## src/rtl/fcdl_pkg.sv

```systemverilog
// ---------------------------------------------------------------------------
// fcdl_pkg
// Shared types, codes and the sequencer program for the FIR filter core.
// ---------------------------------------------------------------------------
package fcdl_pkg;

  localparam int SAMPLE_W    = 16;
  localparam int TAP_INDEX_W = 6;
  localparam int PROD_W      = 2 * SAMPLE_W;
  localparam int FRAC_BITS   = 15;
  localparam int ROUND_HALF  = 1 << (FRAC_BITS - 1);
  localparam int OUT_MAX     = 32767;
  localparam int OUT_MIN     = -32768;

  localparam logic MODE_SAMPLE = 1'b0;
  localparam logic MODE_COEF   = 1'b1;

  typedef enum logic [2:0] {
    S_IDLE,
    S_FILL,
    S_DRAIN1,
    S_DRAIN2,
    S_ROUND
  } step_t;

  typedef enum logic [1:0] {
    C_ALWAYS,
    C_SAMPLE,
    C_LAST,
    C_OUT_FREE
  } cond_t;

  // One control word: strobes for the datapath, a jump condition, the step
  // taken when the condition holds and the step taken when it does not.
  typedef struct packed {
    logic  accept;
    logic  issue;
    logic  finish;
    cond_t cond;
    step_t jump;
    step_t seq;
  } ucode_t;

  function automatic ucode_t ucode_rom(step_t s);
    ucode_t w;
    case (s)
      S_IDLE:   w = '{accept: 1'b1, issue: 1'b0, finish: 1'b0,
                      cond: C_SAMPLE, jump: S_FILL, seq: S_IDLE};
      S_FILL:   w = '{accept: 1'b0, issue: 1'b1, finish: 1'b0,
                      cond: C_LAST, jump: S_DRAIN1, seq: S_FILL};
      S_DRAIN1: w = '{accept: 1'b0, issue: 1'b0, finish: 1'b0,
                      cond: C_ALWAYS, jump: S_DRAIN2, seq: S_DRAIN2};
      S_DRAIN2: w = '{accept: 1'b0, issue: 1'b0, finish: 1'b0,
                      cond: C_ALWAYS, jump: S_ROUND, seq: S_ROUND};
      S_ROUND:  w = '{accept: 1'b0, issue: 1'b0, finish: 1'b1,
                      cond: C_OUT_FREE, jump: S_IDLE, seq: S_ROUND};
      default:  w = '{accept: 1'b0, issue: 1'b0, finish: 1'b0,
                      cond: C_ALWAYS, jump: S_IDLE, seq: S_IDLE};
    endcase
    return w;
  endfunction

endpackage

```

## src/rtl/fcdl_if.sv

```systemverilog
// ---------------------------------------------------------------------------
// fcdl_in_if / fcdl_out_if
// Valid/ready channels for filter input beats and filtered result beats.
// ---------------------------------------------------------------------------
interface fcdl_in_if;
  logic               valid;
  logic               ready;
  logic               mode;
  logic signed [15:0] sample_in;
  logic        [5:0]  tap_index;
  logic signed [15:0] tap_value;

  modport source (output valid, mode, sample_in, tap_index, tap_value, input ready);
  modport sink   (input valid, mode, sample_in, tap_index, tap_value, output ready);
endinterface

interface fcdl_out_if;
  logic               valid;
  logic               ready;
  logic signed [15:0] sample_out;
  logic               clipped;

  modport source (output valid, sample_out, clipped, input ready);
  modport sink   (input valid, sample_out, clipped, output ready);
endinterface

```

## src/rtl/fcdl_ram.sv

```systemverilog
// ---------------------------------------------------------------------------
// fcdl_ram
// Simple dual-port RAM: one write port, one read port with registered data.
// ---------------------------------------------------------------------------
module fcdl_ram #(
  parameter int WIDTH = 16,
  parameter int DEPTH = 64
) (
  input  logic                     clk,
  input  logic                     we,
  input  logic [$clog2(DEPTH)-1:0] waddr,
  input  logic [WIDTH-1:0]         wdata,
  input  logic                     re,
  input  logic [$clog2(DEPTH)-1:0] raddr,
  output logic [WIDTH-1:0]         rdata
);

  logic [WIDTH-1:0] mem [DEPTH];

  always_ff @(posedge clk) begin
    if (we) begin
      mem[waddr] <= wdata;
    end
    if (re) begin
      rdata <= mem[raddr];
    end
  end

endmodule

```

## src/rtl/fir_filter_circular_delay_line_core.sv

```systemverilog
// ---------------------------------------------------------------------------
// fir_filter_circular_delay_line_core
// Direct-form FIR filter over a circular delay line, run by a small
// microcoded sequencer around one shared multiply-accumulate unit.
//
// A beat with mode 0 writes its sample into the delay line and starts one
// pass over all TAPS taps: one tap is read from the coefficient and sample
// RAMs per cycle, multiplied and added to a wide exact accumulator. The
// result is rounded half up to Q1.15, saturated to 16 bits with the
// clipped flag, and placed in the output register. A sample beat occupies
// the input through the accept step, TAPS reads, two pipeline drain steps
// and the round step, set by the single RAM read port per store; the round
// step holds while a previous result still waits. A beat with mode 1 writes
// one coefficient and gives no result; indexes at or above TAPS are
// dropped. Both stores read as zero until written, through per-entry valid
// bits, so no clearing pass follows reset.
// ---------------------------------------------------------------------------
module fir_filter_circular_delay_line_core
  import fcdl_pkg::*;
#(
  parameter int TAPS = 64
) (
  input  logic        clk,
  input  logic        rst,
  fcdl_in_if.sink     samples,
  fcdl_out_if.source  results
);

  localparam int AW    = $clog2(TAPS);
  localparam int ACC_W = PROD_W + AW;

  step_t  step, step_next;
  ucode_t uw;
  logic   cond_true;
  logic   out_free;
  logic   load_out;
  logic   beat;
  logic   sample_beat;
  logic   coef_beat;
  logic   coef_in_range;

  logic [AW-1:0] wp;
  logic [AW-1:0] rd_ptr;
  logic [AW-1:0] tap_cnt;
  logic          tap_last;

  logic [TAPS-1:0] dl_valid;
  logic [TAPS-1:0] tp_valid;
  logic            dl_vq;
  logic            tp_vq;
  logic            rd_v;
  logic            prod_v;

  logic [SAMPLE_W-1:0]        dl_rdata;
  logic [SAMPLE_W-1:0]        tp_rdata;
  logic signed [SAMPLE_W-1:0] x_val;
  logic signed [SAMPLE_W-1:0] h_val;
  logic signed [PROD_W-1:0]   prod;
  logic signed [ACC_W-1:0]    acc;
  logic signed [ACC_W-1:0]    rnd;
  logic signed [ACC_W-1:0]    y;

  logic               out_valid;
  logic signed [15:0] sample_out;
  logic               clipped;

  // -------------------------------------------------------------------------
  // Sequencer
  // -------------------------------------------------------------------------
  assign uw       = ucode_rom(step);
  assign out_free = !out_valid || results.ready;
  assign tap_last = (tap_cnt == AW'(TAPS - 1));

  assign beat          = samples.valid && samples.ready;
  assign sample_beat   = beat && (samples.mode == MODE_SAMPLE);
  assign coef_beat     = beat && (samples.mode == MODE_COEF);
  assign coef_in_range = (32'(samples.tap_index) < TAPS);

  always_comb begin
    case (uw.cond)
      C_ALWAYS:   cond_true = 1'b1;
      C_SAMPLE:   cond_true = sample_beat;
      C_LAST:     cond_true = tap_last;
      C_OUT_FREE: cond_true = out_free;
      default:    cond_true = 1'b0;
    endcase
    step_next = cond_true ? uw.jump : uw.seq;
  end

  always_comb begin
    samples.ready = uw.accept;
    load_out      = uw.finish && out_free;
  end

  always_ff @(posedge clk) begin
    if (rst) begin
      step <= S_IDLE;
    end else begin
      step <= step_next;
    end
  end

  // -------------------------------------------------------------------------
  // Pointers and valid bits
  // -------------------------------------------------------------------------
  always_ff @(posedge clk) begin
    if (rst) begin
      wp       <= '0;
      dl_valid <= '0;
      tp_valid <= '0;
    end else begin
      if (sample_beat) begin
        dl_valid[wp] <= 1'b1;
        wp           <= (wp == AW'(TAPS - 1)) ? '0 : wp + 1'b1;
      end
      if (coef_beat && coef_in_range) begin
        tp_valid[AW'(samples.tap_index)] <= 1'b1;
      end
    end
  end

  // Walk the taps: coefficient n pairs with the sample written n beats ago.
  always_ff @(posedge clk) begin
    if (sample_beat) begin
      tap_cnt <= '0;
      rd_ptr  <= wp;
    end else if (uw.issue) begin
      tap_cnt <= tap_cnt + 1'b1;
      rd_ptr  <= (rd_ptr == '0) ? AW'(TAPS - 1) : rd_ptr - 1'b1;
    end
  end

  fcdl_ram #(.WIDTH(SAMPLE_W), .DEPTH(TAPS)) u_delay_ram (
    .clk   (clk),
    .we    (sample_beat),
    .waddr (wp),
    .wdata (samples.sample_in),
    .re    (uw.issue),
    .raddr (rd_ptr),
    .rdata (dl_rdata)
  );

  fcdl_ram #(.WIDTH(SAMPLE_W), .DEPTH(TAPS)) u_tap_ram (
    .clk   (clk),
    .we    (coef_beat && coef_in_range),
    .waddr (AW'(samples.tap_index)),
    .wdata (samples.tap_value),
    .re    (uw.issue),
    .raddr (tap_cnt),
    .rdata (tp_rdata)
  );

  // -------------------------------------------------------------------------
  // Multiply-accumulate pipeline
  // -------------------------------------------------------------------------
  always_ff @(posedge clk) begin
    if (rst) begin
      rd_v   <= 1'b0;
      prod_v <= 1'b0;
    end else begin
      rd_v   <= uw.issue;
      prod_v <= rd_v;
    end
  end

  always_ff @(posedge clk) begin
    if (uw.issue) begin
      dl_vq <= dl_valid[rd_ptr];
      tp_vq <= tp_valid[tap_cnt];
    end
  end

  // Entries never written read as zero.
  assign x_val = dl_vq ? signed'(dl_rdata) : '0;
  assign h_val = tp_vq ? signed'(tp_rdata) : '0;

  always_ff @(posedge clk) begin
    if (rd_v) begin
      prod <= x_val * h_val;
    end
  end

  always_ff @(posedge clk) begin
    if (sample_beat) begin
      acc <= '0;
    end else if (prod_v) begin
      acc <= acc + ACC_W'(prod);
    end
  end

  // -------------------------------------------------------------------------
  // Round, saturate and hold the result
  // -------------------------------------------------------------------------
  assign rnd = acc + ACC_W'(ROUND_HALF);
  assign y   = rnd >>> FRAC_BITS;

  always_ff @(posedge clk) begin
    if (rst) begin
      out_valid <= 1'b0;
    end else if (load_out) begin
      out_valid <= 1'b1;
    end else if (results.ready) begin
      out_valid <= 1'b0;
    end
  end

  always_ff @(posedge clk) begin
    if (load_out) begin
      if (y > ACC_W'(OUT_MAX)) begin
        sample_out <= 16'(OUT_MAX);
        clipped    <= 1'b1;
      end else if (y < ACC_W'(OUT_MIN)) begin
        sample_out <= 16'(OUT_MIN);
        clipped    <= 1'b1;
      end else begin
        sample_out <= y[15:0];
        clipped    <= 1'b0;
      end
    end
  end

  assign results.valid      = out_valid;
  assign results.sample_out = sample_out;
  assign results.clipped    = clipped;

`ifndef SYNTHESIS
  // The pipeline must be empty when the sum is rounded.
  a_drained: assert property (@(posedge clk) disable iff (rst)
    (step == S_ROUND) |-> (!rd_v && !prod_v))
    else $error("rounding with products still in flight");

  a_start: assert property (@(posedge clk) disable iff (rst)
    sample_beat |=> (step == S_FILL) && (tap_cnt == '0) && (acc == '0))
    else $error("tap walk did not start cleanly");

  a_result_src: assert property (@(posedge clk) disable iff (rst)
    $rose(results.valid) |-> ($past(step) == S_ROUND))
    else $error("result appeared outside the round step");

  a_wp_wrap: assert property (@(posedge clk) disable iff (rst)
    sample_beat |=> (($past(wp) == AW'(TAPS - 1)) ? (wp == '0)
                                                 : (wp == $past(wp) + 1'b1)))
    else $error("write pointer did not advance by one");
`endif

endmodule
```

## src/flat_wrapper.sv

```systemverilog
// flat-port wrapper written by rule: the top's interface ports become plain ports
module fir_filter_circular_delay_line_core_flat import fcdl_pkg::*;
#(
  parameter int TAPS = 64
)
  (clk, rst, samples_valid, samples_mode, samples_sample_in, samples_tap_index, samples_tap_value, samples_ready, results_valid, results_sample_out, results_clipped, results_ready);
  fcdl_in_if samples_i ();
  fcdl_out_if results_i ();
  input  logic clk;
  input  logic rst;
  input wire logic [$bits(samples_i.valid)-1:0] samples_valid;
  input wire logic [$bits(samples_i.mode)-1:0] samples_mode;
  input wire logic [$bits(samples_i.sample_in)-1:0] samples_sample_in;
  input wire logic [$bits(samples_i.tap_index)-1:0] samples_tap_index;
  input wire logic [$bits(samples_i.tap_value)-1:0] samples_tap_value;
  output wire logic [$bits(samples_i.ready)-1:0] samples_ready;
  output wire logic [$bits(results_i.valid)-1:0] results_valid;
  output wire logic [$bits(results_i.sample_out)-1:0] results_sample_out;
  output wire logic [$bits(results_i.clipped)-1:0] results_clipped;
  input wire logic [$bits(results_i.ready)-1:0] results_ready;
  assign samples_i.valid = samples_valid;
  assign samples_i.mode = samples_mode;
  assign samples_i.sample_in = samples_sample_in;
  assign samples_i.tap_index = samples_tap_index;
  assign samples_i.tap_value = samples_tap_value;
  assign samples_ready = samples_i.ready;
  assign results_valid = results_i.valid;
  assign results_sample_out = results_i.sample_out;
  assign results_clipped = results_i.clipped;
  assign results_i.ready = results_ready;
  fir_filter_circular_delay_line_core #(.TAPS(TAPS)) u_core (.clk(clk), .rst(rst), .samples(samples_i), .results(results_i));
endmodule
```

## config.mk

```make
export PLATFORM = sky130hd
export DESIGN_NAME = fir_filter_circular_delay_line_core_flat
export DESIGN_NICKNAME = d
export VERILOG_FILES = /design/src/rtl/fcdl_pkg.sv /design/src/rtl/fcdl_if.sv /design/src/rtl/fcdl_ram.sv /design/src/rtl/fir_filter_circular_delay_line_core.sv /design/src/flat_wrapper.sv
export SDC_FILE = /design/constraint.sdc
export NUM_CORES = 2
export LEC_CHECK = 0
export ABC_AREA = 1
export BUFFER_PORTS_ARGS = -buffer_cell sky130_fd_sc_hd__clkbuf_2
export CAP_MARGIN = 5
export CORE_ASPECT_RATIO = 0.8
export CORE_MARGIN = 4
export CORE_UTILIZATION = 45
export CTS_BUF_LIST = sky130_fd_sc_hd__clkbuf_8
export DETAILED_ROUTE_END_ITERATION = 12
export PLACE_DENSITY = 0.67
export SLEW_MARGIN = 20
export SYNTH_ARGS = -nofsm -noshare
export SYNTH_HDL_FRONTEND = slang
export SYNTH_SLANG_ARGS = --single-unit
```

## constraint.sdc

```tcl
create_clock -name clk -period 7.5 [get_ports clk]
set_input_delay 1.5 -clock clk [delete_from_list [all_inputs] [get_ports clk]]
set_output_delay 1.5 -clock clk [all_outputs]
set_load 0.1 [all_outputs]
```

==> summary.txt <==
Run status
  • Status: finished clean

Floorplan
  • Die Y: 437 µm
  • Initial core utilization: 45.2%
  • Die outline area: 238000 µm²
  • # IOs: 62
  • Core ar.: 229000 µm²
  • Site Rows: 157
  • DIE WIDTH: 544 µm

Placement
  • Port Buffers: 61
  • Post-DP HPWL: 168000 µm
  • Placed Cells: 11734
  • GP Congestion: 0.915
  • Post-place setup slack: 0.675 ns

Clocking
  • Clk pin slew, worst setup/hold paths: 0.07 ns
  • CTS tree: yes
  • Later-pin clock latency in the skew report: 1.03 ns
  • # hold bufs at CTS: 0
  • Post-CTS setup buffer count: 0
  • Resized Gates After CTS: 0
  • Clk buf depth: 4
  • H-tree Lvls: 5
  • Total CTS buffers: 359
  • Root buf cell: clkbuf_8
  • CTS sink cnt: 2321

Critical path
  • Crit path max-delay family: adder cells
  • Critical-path cell with the highest stage delay: fa_1
  • Crit-path cells: nand2_1, nor2_1, fa_1, fa_1, fa_1, fa_1, fa_1, inv_1, fa_1, inv_1, ha_1, nand2_1, nor2_1, nand2_1, nor4_1, o21ai_0, o2111ai_1, xor2_1
  • Critical path depth: 18
  • Reg2Reg Depth: 18
  • Startpoint types: flip-flop
  • Critical Path AT: 7.67 ns
  • Setup crit start: u_core.tp_vq
  • Buf/Inv on CP: 2
  • Most used cell, CP: fa_1
  • Critical Path Fanout Max: 17
  • Worst reg2reg path startpoint: u_core.tp_vq
  • CP max stage delay: 0.91 ns
  • Setup crit end: u_core.prod[28]
  • Req. time, crit path: 8.18 ns
  • Flop2flop setup slack: 0.51 ns
  • CP endpoint kind: flip-flop
  • WS Path Type: reg2reg
  • Crit Reg-Reg Endpoint: u_core.prod[28]

Finish
  • Post-Route Utilization: 49.9%
  • Area delta synth->final: 10.4%
  • Commonest non-fill, non-tap cell in the layout: edfxtp_1
  • Fraction of layout instances using a drive strength above 1: 8.36%
  • NumNets Final: 9504
  • Non-filler cells, final: 12391
  • Most frequent cells in the layout: 2137 x edfxtp_1, 1893 x nor2_1, 1172 x o21ai_0

Drt
  • Vias per inst: 5.80
  • DRT Pass-1 Iters: 6
  • ANT nets after route: 0
  • Drt wl/cell: 23.6 µm
  • Initial DRC count: 9651
  • Detailed Route WL: 292000 µm
  • Via count: 71886
  • Detailed-route DRC error count: 0

Timing
  • Max-slew headroom: 25.4%
  • Fmax: 143 MHz
  • Clock skew: 0.112 ns
  • Setup TNS Final: 0 ns
  • RSZ-0062 raised after global routing: no
  • Final hold violations: 0
  • Pins over their slew limit: 0
  • Period utilization: 93.2%
  • Final setup fails: 0
  • Tightest Pin Transition: 1.12 ns
  • Minimum clock period: 6.99 ns
  • Setup ws final: 0.514 ns

Global route
  • Global-route wire length before repair: 434000 µm
  • Pin count of the biggest net entering global routing: 220
  • Remaining global-route overflow: 0
  • Number of global-route vias before repair: 68570
  • Initial antenna violation count: 9
  • Total track usage: 23.9%

Logic synthesis
  • Synth Net Count: 9378
  • Synth Area per Inst: 11.6 µm²
  • Synth Register Bits: 2321
  • Ys flop type: edfxtp_1
  • Mapped cell area: 103000 µm²
  • Post-Synthesis Cells: 8948
  • Async set or reset register ratio after synthesis: 0%
  • Synth Warn #: 0
  • Unique cell type count in the Yosys netlist: 47
  • Sequential-to-total area share from yosys stat: 65.6%
  • EDFF count, synth: 2137

Power
  • Peak VDD IR: 1.08 mV
  • Pwr per Cell Area: 431 nW/µm²
  • Leak: 40.6 nW
  • Power Total: 0.0492 W

Hold path
  • Worst hold path class: reg2reg

Job
  • Max_cap viols: 0
[power by group]
group	total, W	switching (W)	internal [W]
registers	0.0156	0.000496	0.0151
logic	0.0235	0.0160	0.00741
clock network	0.0101	0.00501	0.00510
total	0.0492	0.0216	0.0276
[how the worst min path moves through the flow]
| stage | start | endpoint | slack [ns] | depth (start not counted) |
|---|---|---|---|---|
| after floorplan | u_core.tp_valid[54] | u_core.tp_valid[54] | 0.43 | 2 |
| after global placement | u_core.tp_valid[54] | u_core.tp_valid[54] | 0.44 | 2 |
| after detailed placement | u_core.dl_valid[31] | u_core.dl_valid[31] | 0.45 | 2 |
| after CTS | u_core.dl_valid[31] | u_core.dl_valid[31] | 0.46 | 2 |
| after global routing | u_core.tp_valid[26] | u_core.tp_valid[26] | 0.48 | 2 |
| final | u_core.dl_valid[31] | u_core.dl_valid[31] | 0.46 | 2 |
[stage by stage]
step	hold slack, ns	instance area, µm²
after global routing	0.479	114000
final	0.463	114000
after floorplan	0.427	103000
after detailed placement	0.452	107000
after global placement	0.438	107000
after CTS	0.461	114000
[layout make-up]
class | count | area, µm²
fill | 19916 | 115000
sequential | 2321 | 67900
multi-input combinational | 5548 | 31500
clock buffer | 390 | 5370
tap | 3021 | 3780
inverter | 569 | 2170
timing repair buffer | 275 | 2030
clock inverter | 262 | 1410
antenna | 5 | 12.5
[cell usage after synthesis (5+ instances only)]
| master | n | area [µm²] |
|---|---|---|
| edfxtp_1 | 2137 | 64200 |
| nor2_1 | 1915 | 7190 |
| o21ai_0 | 1172 | 5870 |
| nand2_1 | 750 | 2820 |
| inv_1 | 551 | 2070 |
| clkbuf_1 | 391 | 1470 |
| nand3_1 | 285 | 1430 |
| o22ai_1 | 282 | 1760 |
| fa_1 | 263 | 5270 |
| o211ai_1 | 249 | 1870 |
| dfxtp_1 | 184 | 3680 |
| ha_1 | 124 | 1550 |
| o221ai_1 | 124 | 1090 |
| a21oi_1 | 112 | 561 |
| buf_2 | 83 | 415 |
| nand4_1 | 59 | 369 |
| xor2_1 | 43 | 377 |
| o21bai_1 | 34 | 255 |
| nor3_1 | 31 | 155 |
| buf_1 | 26 | 97.6 |
| o21ai_1 | 19 | 95.1 |
| xnor2_1 | 17 | 149 |
| a21o_1 | 14 | 105 |
| clkinv_1 | 10 | 37.5 |
| buf_4 | 9 | 67.6 |
| inv_2 | 8 | 30.0 |
| o311ai_0 | 8 | 70.1 |
| nor4_1 | 6 | 37.5 |
| or2_2 | 5 | 31.3 |
[per-layer routing]
layer | GRT usage (%) | up-vias | part of all wire (%)
li1 | - | 32003 | -
met1 | 36.1 | 35697 | 43
met2 | 35.2 | 3710 | 44
met3 | 4.66 | 470 | 11
met4 | 6.73 | 6 | 2.6
met5 | 0 | - | 0.015
[tightest hold or removal path: stages (launching register included)]
cell,delay [ns]
dfxtp_1,0.30
inv_1,0.06
a21oi_1,0.06
[flip-flops by register name, indices dropped and copies added, names as in the netlist]
name                       flops
u_core.acc                    38
u_core.dl_valid               64
u_core.dl_vq                   1
u_core.prod                   32
u_core.prod_v                  1
u_core.rd_ptr                  6
u_core.rd_v                    1
u_core.results.clipped         1
u_core.results.sample_out     16
u_core.results.valid           1
u_core.step                    3
u_core.tap_cnt                 6
u_core.tp_valid               64
u_core.tp_vq                   1
u_core.u_delay_ram.mem      1024
u_core.u_delay_ram.rdata      16
u_core.u_tap_ram.mem        1024
u_core.u_tap_ram.rdata        16
u_core.wp                      6
[logic make-up after synthesis]
family	count (synthesis)	synth area share, %
compound gates	2027	11.4
xor+xnor	60	0.508
fa+ha+maj	387	6.59
buf+inv	1079	4.06
flops	2321	65.6
mux	4	0.0387
simple gates	3070	11.8
Note: power is estimated with default switching activity, not from simulation.
